**src/design/sopg_pkg.sv**
```systemverilog
package sopg_pkg;

   localparam int SCREEN_WIDTH  = 640;
   localparam int SCREEN_HEIGHT = 480;
   localparam int SCREEN_PIXELS = SCREEN_WIDTH * SCREEN_HEIGHT;

   localparam int ADDR_W  = 19;
   localparam int COORD_W = 12;
   localparam int EXT_W   = 10;
   localparam int SQ_W    = 2 * EXT_W;
   localparam int REM_W   = EXT_W + 3;
   localparam int CNT_W   = 4;

   localparam logic OP_TICK  = 1'b0;
   localparam logic OP_START = 1'b1;

   localparam logic [2:0] KIND_SQUARE   = 3'd0;
   localparam logic [2:0] KIND_CROSS    = 3'd1;
   localparam logic [2:0] KIND_TRIANGLE = 3'd2;
   localparam logic [2:0] KIND_CIRCLE   = 3'd3;
   localparam logic [2:0] KIND_CLEAR    = 3'd4;

   typedef struct packed {
      logic        operation;
      logic [2:0]  shape_kind;
      logic [9:0]  origin_x;
      logic [8:0]  origin_y;
      logic [9:0]  extent;
      logic [31:0] pen_color;
   } req_type;

   typedef struct packed {
      logic [18:0] pixel_address;
      logic [31:0] pixel_value;
      logic        off_screen;
      logic        last_pixel;
   } rsp_type;

   typedef struct packed {
      logic load;      // take a new shape from the request
      logic esq;       // square the radius
      logic snap;      // copy pending pixel into the emit register
      logic step;      // advance the shape sequencer once
      logic rmul;      // square the column offset, open the root
      logic riter;     // one root digit
      logic out_load;  // load the result register
   } cmd_type;

   typedef struct packed {
      logic yield;
      logic fin;
      logic need_root;
      logic root_last;
      logic pend_valid;
   } sts_type;

endpackage

```
**src/design/sopg_ctrl.sv**
```systemverilog
module sopg_ctrl (
   input  logic             clock,
   input  logic             reset,
   input  logic             req_valid,
   input  logic             req_op,
   output logic             req_ready,
   output logic             rsp_valid,
   input  logic             rsp_ready,
   input  sopg_pkg::sts_type sts,
   output sopg_pkg::cmd_type cmd
);

   localparam logic [2:0] ST_IDLE  = 3'd0;
   localparam logic [2:0] ST_PREP  = 3'd1;
   localparam logic [2:0] ST_GEN   = 3'd2;
   localparam logic [2:0] ST_RMUL  = 3'd3;
   localparam logic [2:0] ST_RITER = 3'd4;
   localparam logic [2:0] ST_OUT   = 3'd5;

   logic [2:0] state_ff, state_in;
   logic       tick_ff, tick_in;
   logic       valid_ff, valid_in;

   assign req_ready = (state_ff == ST_IDLE);
   assign rsp_valid = valid_ff;

   always_comb begin
      state_in = state_ff;
      tick_in  = tick_ff;
      valid_in = valid_ff && !rsp_ready;
      cmd      = '0;
      unique case (state_ff)
         ST_IDLE: begin
            if (req_valid) begin
               if (req_op == sopg_pkg::OP_START) begin
                  cmd.load = 1'b1;
                  tick_in  = 1'b0;
                  state_in = ST_PREP;
               end else if (sts.pend_valid) begin
                  cmd.snap = 1'b1;
                  tick_in  = 1'b1;
                  state_in = ST_GEN;
               end
            end
         end
         ST_PREP: begin
            cmd.esq  = 1'b1;
            state_in = ST_GEN;
         end
         ST_GEN: begin
            if (sts.need_root) begin
               state_in = ST_RMUL;
            end else begin
               cmd.step = 1'b1;
               if (sts.yield || sts.fin) begin
                  state_in = tick_ff ? ST_OUT : ST_IDLE;
               end
            end
         end
         ST_RMUL: begin
            cmd.rmul = 1'b1;
            state_in = ST_RITER;
         end
         ST_RITER: begin
            cmd.riter = 1'b1;
            if (sts.root_last) begin
               state_in = ST_GEN;
            end
         end
         ST_OUT: begin
            // hold until the result register is free
            if (!valid_ff || rsp_ready) begin
               cmd.out_load = 1'b1;
               valid_in     = 1'b1;
               state_in     = ST_IDLE;
            end
         end
         default: state_in = ST_IDLE;
      endcase
   end

   always_ff @(posedge clock) begin
      if (reset) begin
         state_ff <= ST_IDLE;
         tick_ff  <= 1'b0;
         valid_ff <= 1'b0;
      end else begin
         state_ff <= state_in;
         tick_ff  <= tick_in;
         valid_ff <= valid_in;
      end
   end

endmodule

```
**src/design/sopg_dpath.sv**
```systemverilog
module sopg_dpath (
   input  logic              clock,
   input  logic              reset,
   input  sopg_pkg::req_type req_item,
   input  sopg_pkg::cmd_type cmd,
   output sopg_pkg::sts_type sts,
   output sopg_pkg::rsp_type rsp_item
);

   localparam int CW = sopg_pkg::COORD_W;
   localparam int AW = sopg_pkg::ADDR_W;
   localparam int EW = sopg_pkg::EXT_W;
   localparam int SW = sopg_pkg::SQ_W;
   localparam int RW = sopg_pkg::REM_W;

   logic [2:0]          kind_ff;
   logic [9:0]          x_ff;
   logic [8:0]          y_ff;
   logic [EW-1:0]       e_ff;
   logic [31:0]         color_ff;
   logic                busy_ff, busy_in;
   logic [AW-1:0]       idx_ff, idx_in;
   logic [1:0]          sub_ff, sub_in;
   logic signed [CW-1:0] fill_ff, fill_in, pl_ff, pl_in, pu_ff, pu_in;
   logic [EW-1:0]       root_ff;
   logic                exact_ff, root_ok_ff;
   logic [SW-1:0]       esq_ff, dx2_ff;
   logic [RW-1:0]       rem_ff;
   logic [sopg_pkg::CNT_W-1:0] rcnt_ff;
   logic [AW-1:0]       pend_addr_ff, emit_addr_ff;
   logic                pend_off_ff, emit_off_ff, pend_valid_ff, emit_last_ff;

   logic signed [CW-1:0] xs, ys, es, is, xc, lower, upper, ce, hi, px, py, dx;
   logic [EW-1:0]       adx;
   logic                yield, fin, need_root, direct, on;
   logic [AW-1:0]       addr;
   logic [SW-1:0]       nsq;
   logic [1:0]          pair;
   logic [RW-1:0]       remsh, trial, rem_nx;
   logic [EW-1:0]       root_nx;

   assign xs    = CW'(signed'({1'b0, x_ff}));
   assign ys    = CW'(signed'({1'b0, y_ff}));
   assign es    = CW'(signed'({1'b0, e_ff}));
   assign is    = signed'(idx_ff[CW-1:0]);
   assign xc    = xs - es + is;
   assign dx    = is - es;
   assign adx   = dx[CW-1] ? EW'(-dx) : EW'(dx);
   assign ce    = exact_ff ? CW'(root_ff) : CW'(root_ff) + CW'(1);
   assign lower = ys + CW'(root_ff);
   assign upper = ys - ce;

   always_comb begin
      sub_in    = sub_ff;
      idx_in    = idx_ff;
      fill_in   = fill_ff;
      pl_in     = pl_ff;
      pu_in     = pu_ff;
      busy_in   = busy_ff;
      yield     = 1'b0;
      fin       = 1'b0;
      need_root = 1'b0;
      direct    = 1'b0;
      px        = '0;
      py        = '0;
      hi        = '0;
      if (!busy_ff) begin
         fin = 1'b1;
      end else begin
         case (kind_ff)
            sopg_pkg::KIND_SQUARE: begin
               if (idx_ff >= AW'(e_ff)) begin
                  if (!sub_ff[1]) begin
                     sub_in = 2'd2;
                     idx_in = '0;
                  end else begin
                     busy_in = 1'b0;
                     fin     = 1'b1;
                  end
               end else begin
                  yield = 1'b1;
                  sub_in = sub_ff + 2'd1;
                  case (sub_ff)
                     2'd0: begin px = xs + is; py = ys; end
                     2'd1: begin
                        px = xs + is; py = ys + es - CW'(1);
                        sub_in = 2'd0; idx_in = idx_ff + AW'(1);
                     end
                     2'd2: begin px = xs; py = ys + is; end
                     default: begin
                        px = xs + es - CW'(1); py = ys + is;
                        sub_in = 2'd2; idx_in = idx_ff + AW'(1);
                     end
                  endcase
               end
            end
            sopg_pkg::KIND_CROSS: begin
               if (idx_ff >= AW'(e_ff)) begin
                  busy_in = 1'b0;
                  fin     = 1'b1;
               end else begin
                  yield = 1'b1;
                  py    = ys + is;
                  if (sub_ff == 2'd0) begin
                     px = xs + is; sub_in = 2'd1;
                  end else begin
                     px = xs + es - CW'(1) - is;
                     sub_in = 2'd0; idx_in = idx_ff + AW'(1);
                  end
               end
            end
            sopg_pkg::KIND_TRIANGLE: begin
               if (idx_ff >= AW'(e_ff)) begin
                  busy_in = 1'b0;
                  fin     = 1'b1;
               end else begin
                  yield  = 1'b1;
                  sub_in = sub_ff + 2'd1;
                  px     = sub_ff[0] ? xs + is : xs - is;
                  py     = sub_ff[1] ? ys + es - CW'(1) : ys + is;
                  if (sub_ff == 2'd3) begin
                     idx_in = idx_ff + AW'(1);
                  end
               end
            end
            sopg_pkg::KIND_CIRCLE: begin
               px = xc;
               if (idx_ff > AW'({e_ff, 1'b0})) begin
                  busy_in = 1'b0;
                  fin     = 1'b1;
               end else begin
                  case (sub_ff)
                     2'd0: begin
                        if (!root_ok_ff) begin
                           need_root = 1'b1;
                        end else begin
                           yield = 1'b1;
                           py    = lower;
                           pl_in = (idx_ff == '0) ? lower : pl_ff;
                           fill_in = (pl_in < lower) ? pl_in : lower;
                           sub_in = 2'd1;
                        end
                     end
                     2'd1: begin
                        hi = (pl_ff > lower) ? pl_ff : lower;
                        if (fill_ff < hi) begin
                           yield = 1'b1; py = fill_ff; fill_in = fill_ff + CW'(1);
                        end else begin
                           pl_in   = lower;
                           pu_in   = (idx_ff == '0) ? upper : pu_ff;
                           fill_in = (pu_in < upper) ? pu_in : upper;
                           sub_in  = 2'd2;
                        end
                     end
                     2'd2: begin
                        hi = (pu_ff > upper) ? pu_ff : upper;
                        if (fill_ff < hi) begin
                           yield = 1'b1; py = fill_ff; fill_in = fill_ff + CW'(1);
                        end else begin
                           pu_in  = upper;
                           sub_in = 2'd3;
                        end
                     end
                     default: begin
                        yield  = 1'b1;
                        py     = upper;
                        sub_in = 2'd0;
                        idx_in = idx_ff + AW'(1);
                     end
                  endcase
               end
            end
            sopg_pkg::KIND_CLEAR: begin
               if (idx_ff >= AW'(sopg_pkg::SCREEN_PIXELS)) begin
                  busy_in = 1'b0;
                  fin     = 1'b1;
               end else begin
                  yield  = 1'b1;
                  direct = 1'b1;
                  idx_in = idx_ff + AW'(1);
               end
            end
            default: begin
               busy_in = 1'b0;
               fin     = 1'b1;
            end
         endcase
      end
   end

   assign on = direct || (!px[CW-1] && px < CW'(sopg_pkg::SCREEN_WIDTH) &&
                          !py[CW-1] && py < CW'(sopg_pkg::SCREEN_HEIGHT));
   assign addr = direct ? idx_ff :
                 (!on ? '0 : AW'($unsigned(py)) * AW'(sopg_pkg::SCREEN_WIDTH)
                             + AW'($unsigned(px)));

   // one root digit per cycle, remainder kept for the exactness test
   assign nsq     = esq_ff - dx2_ff;
   assign pair    = 2'(nsq >> {rcnt_ff, 1'b0});
   assign remsh   = {rem_ff[RW-3:0], pair};
   assign trial   = RW'({root_ff, 2'b01});
   assign rem_nx  = (remsh >= trial) ? remsh - trial : remsh;
   assign root_nx = {root_ff[EW-2:0], (remsh >= trial)};

   always_ff @(posedge clock) begin
      if (reset) begin
         busy_ff       <= 1'b0;
         pend_valid_ff <= 1'b0;
         root_ok_ff    <= 1'b0;
         kind_ff       <= '0;
         idx_ff        <= '0;
         sub_ff        <= '0;
         fill_ff       <= '0;
         pl_ff         <= '0;
         pu_ff         <= '0;
      end else if (cmd.load) begin
         kind_ff       <= req_item.shape_kind;
         busy_ff       <= (req_item.shape_kind <= sopg_pkg::KIND_CLEAR);
         pend_valid_ff <= 1'b0;
         root_ok_ff    <= 1'b0;
         idx_ff        <= '0;
         sub_ff        <= '0;
         fill_ff       <= '0;
         pl_ff         <= '0;
         pu_ff         <= '0;
      end else begin
         if (cmd.step) begin
            busy_ff <= busy_in;
            idx_ff  <= idx_in;
            sub_ff  <= sub_in;
            fill_ff <= fill_in;
            pl_ff   <= pl_in;
            pu_ff   <= pu_in;
            if (yield) begin
               pend_valid_ff <= 1'b1;
               if (sub_ff == 2'd0) begin
                  root_ok_ff <= 1'b0;
               end
            end else if (fin) begin
               pend_valid_ff <= 1'b0;
            end
         end
         if (cmd.riter && rcnt_ff == '0) begin
            root_ok_ff <= 1'b1;
         end
      end
   end

   always_ff @(posedge clock) begin
      if (cmd.load) begin
         x_ff     <= req_item.origin_x;
         y_ff     <= req_item.origin_y;
         e_ff     <= req_item.extent;
         color_ff <= req_item.pen_color;
      end
      if (cmd.esq) begin
         esq_ff <= e_ff * e_ff;
      end
      if (cmd.rmul) begin
         dx2_ff  <= adx * adx;
         rcnt_ff <= sopg_pkg::CNT_W'(EW - 1);
         rem_ff  <= '0;
         root_ff <= '0;
      end
      if (cmd.riter) begin
         rem_ff   <= rem_nx;
         root_ff  <= root_nx;
         rcnt_ff  <= rcnt_ff - sopg_pkg::CNT_W'(1);
         exact_ff <= (rem_nx == '0);
      end
      if (cmd.step && yield) begin
         pend_addr_ff <= addr;
         pend_off_ff  <= !on;
      end
      if (cmd.snap) begin
         emit_addr_ff <= pend_addr_ff;
         emit_off_ff  <= pend_off_ff;
      end
      if (cmd.step) begin
         emit_last_ff <= fin;
      end
      if (cmd.out_load) begin
         rsp_item.pixel_address <= emit_addr_ff;
         rsp_item.pixel_value   <= (kind_ff == sopg_pkg::KIND_CLEAR) ? '0 : color_ff;
         rsp_item.off_screen    <= emit_off_ff;
         rsp_item.last_pixel    <= emit_last_ff;
      end
   end

   assign sts.yield      = yield;
   assign sts.fin        = fin;
   assign sts.need_root  = need_root;
   assign sts.root_last  = (rcnt_ff == '0);
   assign sts.pend_valid = pend_valid_ff;

endmodule

```
**src/design/shape_outline_pixel_generator.sv**
```systemverilog
// Framebuffer write sequencer. A start item loads a shape, squares its extent
// and searches for its first write; it returns no result. Each tick item
// returns the next write of the shape with last_pixel on the final one, after
// the loop steps that search for the write behind it, and waits while an
// earlier result is still held; a circle column first computes its integer
// square root, found one digit per cycle. A tick after the shape has ended
// is accepted and returns nothing. One item is in progress at a time.
module shape_outline_pixel_generator (
   input  logic              clock,
   input  logic              reset,
   input  logic              req_valid,
   output logic              req_ready,
   input  sopg_pkg::req_type req_item,
   output logic              rsp_valid,
   input  logic              rsp_ready,
   output sopg_pkg::rsp_type rsp_item
);

   sopg_pkg::cmd_type cmd;
   sopg_pkg::sts_type sts;

   sopg_ctrl u_ctrl (
      .clock     (clock),
      .reset     (reset),
      .req_valid (req_valid),
      .req_op    (req_item.operation),
      .req_ready (req_ready),
      .rsp_valid (rsp_valid),
      .rsp_ready (rsp_ready),
      .sts       (sts),
      .cmd       (cmd)
   );

   sopg_dpath u_dpath (
      .clock    (clock),
      .reset    (reset),
      .req_item (req_item),
      .cmd      (cmd),
      .sts      (sts),
      .rsp_item (rsp_item)
   );

endmodule

```
**config.mk**
```make
export PLATFORM = sky130hd
export DESIGN_NAME = shape_outline_pixel_generator
export DESIGN_NICKNAME = d
export VERILOG_FILES = /design/src/design/sopg_pkg.sv /design/src/design/sopg_ctrl.sv /design/src/design/sopg_dpath.sv /design/src/design/shape_outline_pixel_generator.sv
export SDC_FILE = /design/constraint.sdc
export NUM_CORES = 1
export LEC_CHECK = 0
export ABC_CLOCK_PERIOD_IN_PS = 9000
export BUFFER_PORTS_ARGS = -buffer_cell sky130_fd_sc_hd__buf_2
export CAP_MARGIN = 20
export CORE_MARGIN = 1.5
export CORE_UTILIZATION = 56
export DETAILED_ROUTE_END_ITERATION = 8
export PLACE_DENSITY = 0.76
export SLEW_MARGIN = 20
export SYNTH_ARGS = -nofsm -noshare
export SYNTH_HDL_FRONTEND = slang
export SYNTH_SLANG_ARGS = --single-unit
```
**constraint.sdc**
```tcl
create_clock -name clock -period 9 [get_ports clock]
set_input_delay 0.45 -clock clock [delete_from_list [all_inputs] [get_ports clock]]
set_output_delay 0.45 -clock clock [all_outputs]
set_load 0.005 [all_outputs]
```
==> flow_summary_export.csv <==
group,metric,value,unit
status,status,"complete, but fails checks",
status,violations,"setup timing",
worst_setup_path,worstPathArrival,10.30,ns
timing,fmax,0.100,GHz
placed_design,hpwl,64700,um
synthesis,synth_commonest_cells,"nor2_1, ha_1, inv_1",
synthesis,synth-edff-count,219,
floorplanning,core.rowCount,81,
timing,slew_headroom,31.9,%
cts,cts.path.max_buffers,3,
worst_setup_path,startpoint_type,"flop",
routing,first_pass_iters,6,
timing,finalCritPeriodShare,111,%
cells_and_area,drive_above_1_share,15.1,%
job,maxCapViolations,0,
cts,cts_hold_buf,0,
timing,rsz0062_at_grt,"true",
worst_setup_path,slowest_stage,"or4_4",
timing,fin_ws,-0.951,ns
power,swShare,36.4,%
cts,tritoncts.num_buffers,36,
routing,dr_wl_met3,6410,um
placed_design,place_ws,-0.748,ns
routing,drc,0,
routing,drtIter0Drc,1858,
power,p_leak,0.0142,uW
grt,antenna_found_initial,3,
synthesis,synth_cell_types,94,
synthesis,syn_area_per_cell,8.98,sq um
floorplanning,io_pins,124,
cts,worst_skew_pair.late_latency,0.56,ns
routing,ant_nets,0,
timing,min_period,9.95,ns
synthesis,ys.flop_type,"edfxtp_1",
floorplanning,die_area,51200,sq um
power,combPwrFrac,45.6,%
timing,finalMaxSlewViolations,0,
worst_setup_path,crit_path_start,"u_dpath.root_ff[0]$_SDFFCE_PN0P_",
timing,holdWs,0.0614,ns
synthesis,yosysTopAreaCell,"edfxtp_1",
grt,grtUsageTotal,32.5,%
timing,hold_viol,0,
power,power.internal,3810,uW
synthesis,netlist_top_cells_area,"edfxtp_1, ha_1, fa_1",
placed_design,io_buffers,123,
worst_setup_path,end_kind,"flop",
grt,grt_pass1_wl,130000,um
synthesis,synth_top_area_share,23.6,%
synthesis,ys_seq_elements,287,
synthesis,synth_cells,3107,
power,clkPwrFrac,27.4,%
grt,overflow,0,
routing,vias_per_cell,6.11,
power,power.switching,2180,uW
power,p_total,5990,uW
cts,cts_root_buf,"clkbuf_16",
synthesis,synth_warnings,0,
placed_design,place.gp.congestion,0.996,
timing,clock-skew-final,0.0248,ns
routing,wl_met1,35100,um
worst_setup_path,cpPeakStageDelay,0.44,ns
synthesis,synth_nets,3625,
worst_setup_path,path_class,"reg2reg",
synthesis,synth.most_common_cell,"nor2_1",
grt,grt_max_degree,65,
floorplanning,die_height,226,um
worst_setup_path,path_max_fanout,6,
floorplanning,start_util,56.9,%
power,power_density,186,nW/um^2
cts,clock_sinks,287,
cts,clkTransAtPathRegs,0.06,ns
power,pwr-share-seq,27.1,%
cells_and_area,syn_to_final_growth,15.3,%
cells_and_area,fin_nets,3870,
cts,tritoncts,"built",
worst_setup_path,r2r_start,"u_dpath.root_ff[0]$_SDFFCE_PN0P_",
hold_path,worstHoldStart,"req_item[35]",
routing,top_layer,"met5",
worst_setup_path,required,9.35,ns
floorplanning,core-area,49100,sq um
timing,tightestPinTransition,1.02,ns
hold_path,hp-class,"in2reg",
routing,wirelength,84000,um
synthesis,synthArstFlopShare,0,%
routing,vias,24700,
synthesis,syn-cell-area,27900,sq um
cells_and_area,final_util,65.6,%
power,ir_drop,0.000215,V
routing,wl_per_cell,20.8,um
floorplanning,dieWidth,226,um
routing,wl_met2,38100,um
cts,h-tree-depth,2,
grt,grt_pass1_vias,24100,
timing,setup_viol,2,
worst_setup_path,crit_top_cell,"ha_1",
synthesis,seq_area_frac_synth,28.4,%
-- repair_timing --
item / CTS / global route
buffers inserted: 1 / 10
resized for setup: 6 / 72
setup endpoints to repair: 2 / 7
cloned: 0 / 1
pin swaps: 4 / 58
-- placed cells by master, fill, tap and decap left out, drive strengths merged, types with 24 or more instances in the layout --
cell,instances
o21a,40
nor3,67
nor2b,71
nand2b,36
fa,105
or2,24
clkbuf,40
inv,260
edfxtp,219
a21o,55
a21oi,221
and3,27
xnor2,152
xor2,63
mux2i,47
ha,344
nor2,354
nand2,212
or3,29
nand3,66
buf,305
dfxtp,68
a211oi,37
o21ai,146
-- critical path, delay by kind of cell (launching register included) --
kind	cells	cell delay, ns
compound gates	23	3.92
fa+ha+maj	7	2.17
simple gates	10	1.64
buf+inv	6	0.66
xor+xnor	3	0.65
flops	1	0.41
mux	1	0.29
-- layout make-up --
cell class,instances,area (sq um)
Antenna cell,1,2.50
Clock buffer,39,912
Clock inverter,23,422
Fill cell,4024,16900
Inverter,262,986
Multi-Input combinational cell,2459,19000
Sequential cell,287,7940
Tap cell,664,831
Timing Repair Buffer,306,2040
-- stage by stage --
stage          std cells  setup TNS, ns  cell area (sq um)
6_report            4041          -1.03              32200
5_1_grt             4040          -2.24              32200
4_1_cts             4032         -0.627              31800
3_5_place_dp        3969         -0.748              30400
3_3_place_gp        3969         -0.369              30400
2_1_floorplan       3107        -0.0981              28000
-- cells by family after synthesis --
| group | Yosys count | synth area share [%] |
|---|---|---|
| muxes | 59 | 2.17 |
| xor gates and xnor gates | 216 | 6.92 |
| and+or+nand+nor | 979 | 16.6 |
| DFF | 287 | 28.4 |
| other | 1 | 0.0134 |
| AOI/OAI and AO/OA | 754 | 18.0 |
| adders and majority gates | 450 | 23.0 |
| buffers and inverters | 361 | 4.89 |
-- final timing paths --
path              cells past startpoint  slack [ns]                                 end
hold / removal                        1        0.06           u_dpath.e_ff[3]$_DFFE_PP_
setup reg to reg                     50       -0.95  u_dpath.pend_addr_ff[18]$_DFFE_PP_
hold reg to reg                       0        0.41      u_dpath.rsp_item[38]$_DFFE_PP_
setup / recovery                     50       -0.95  u_dpath.pend_addr_ff[18]$_DFFE_PP_
-- power by group through the flow --
stage / Sequential (uW) / Clock (uW) / Combinational (uW)
final: 1620 / 1640 / 2730
after global routing: 1620 / 1710 / 3050
after CTS: 1620 / 1660 / 2690
after detailed placement: 1650 / 0 / 2660
after global placement: 1650 / 0 / 2570
after floorplan: 1630 / 0 / 2050
-- layer usage --
layer,global-route usage (%),up-vias
met5,0,-
met4,16.0,4
met3,5.20,272
met2,52.3,1019
met1,42.5,11800
li1,-,11600
-- flip-flops by register name (all words and copies together) (netlist names), 9 cells and up --
signal                cells
u_dpath.fill_ff          12
u_dpath.color_ff         32
u_dpath.y_ff              9
u_dpath.rsp_item         53
u_dpath.e_ff             10
u_dpath.root_ff          10
u_dpath.pu_ff            12
u_dpath.emit_addr_ff     19
u_dpath.idx_ff           19
u_dpath.dx2_ff           19
u_dpath.rem_ff           11
u_dpath.esq_ff           19
u_dpath.x_ff             10
u_dpath.pend_addr_ff     19
u_dpath.pl_ff            12
Power figures use the tool's default switching activity.
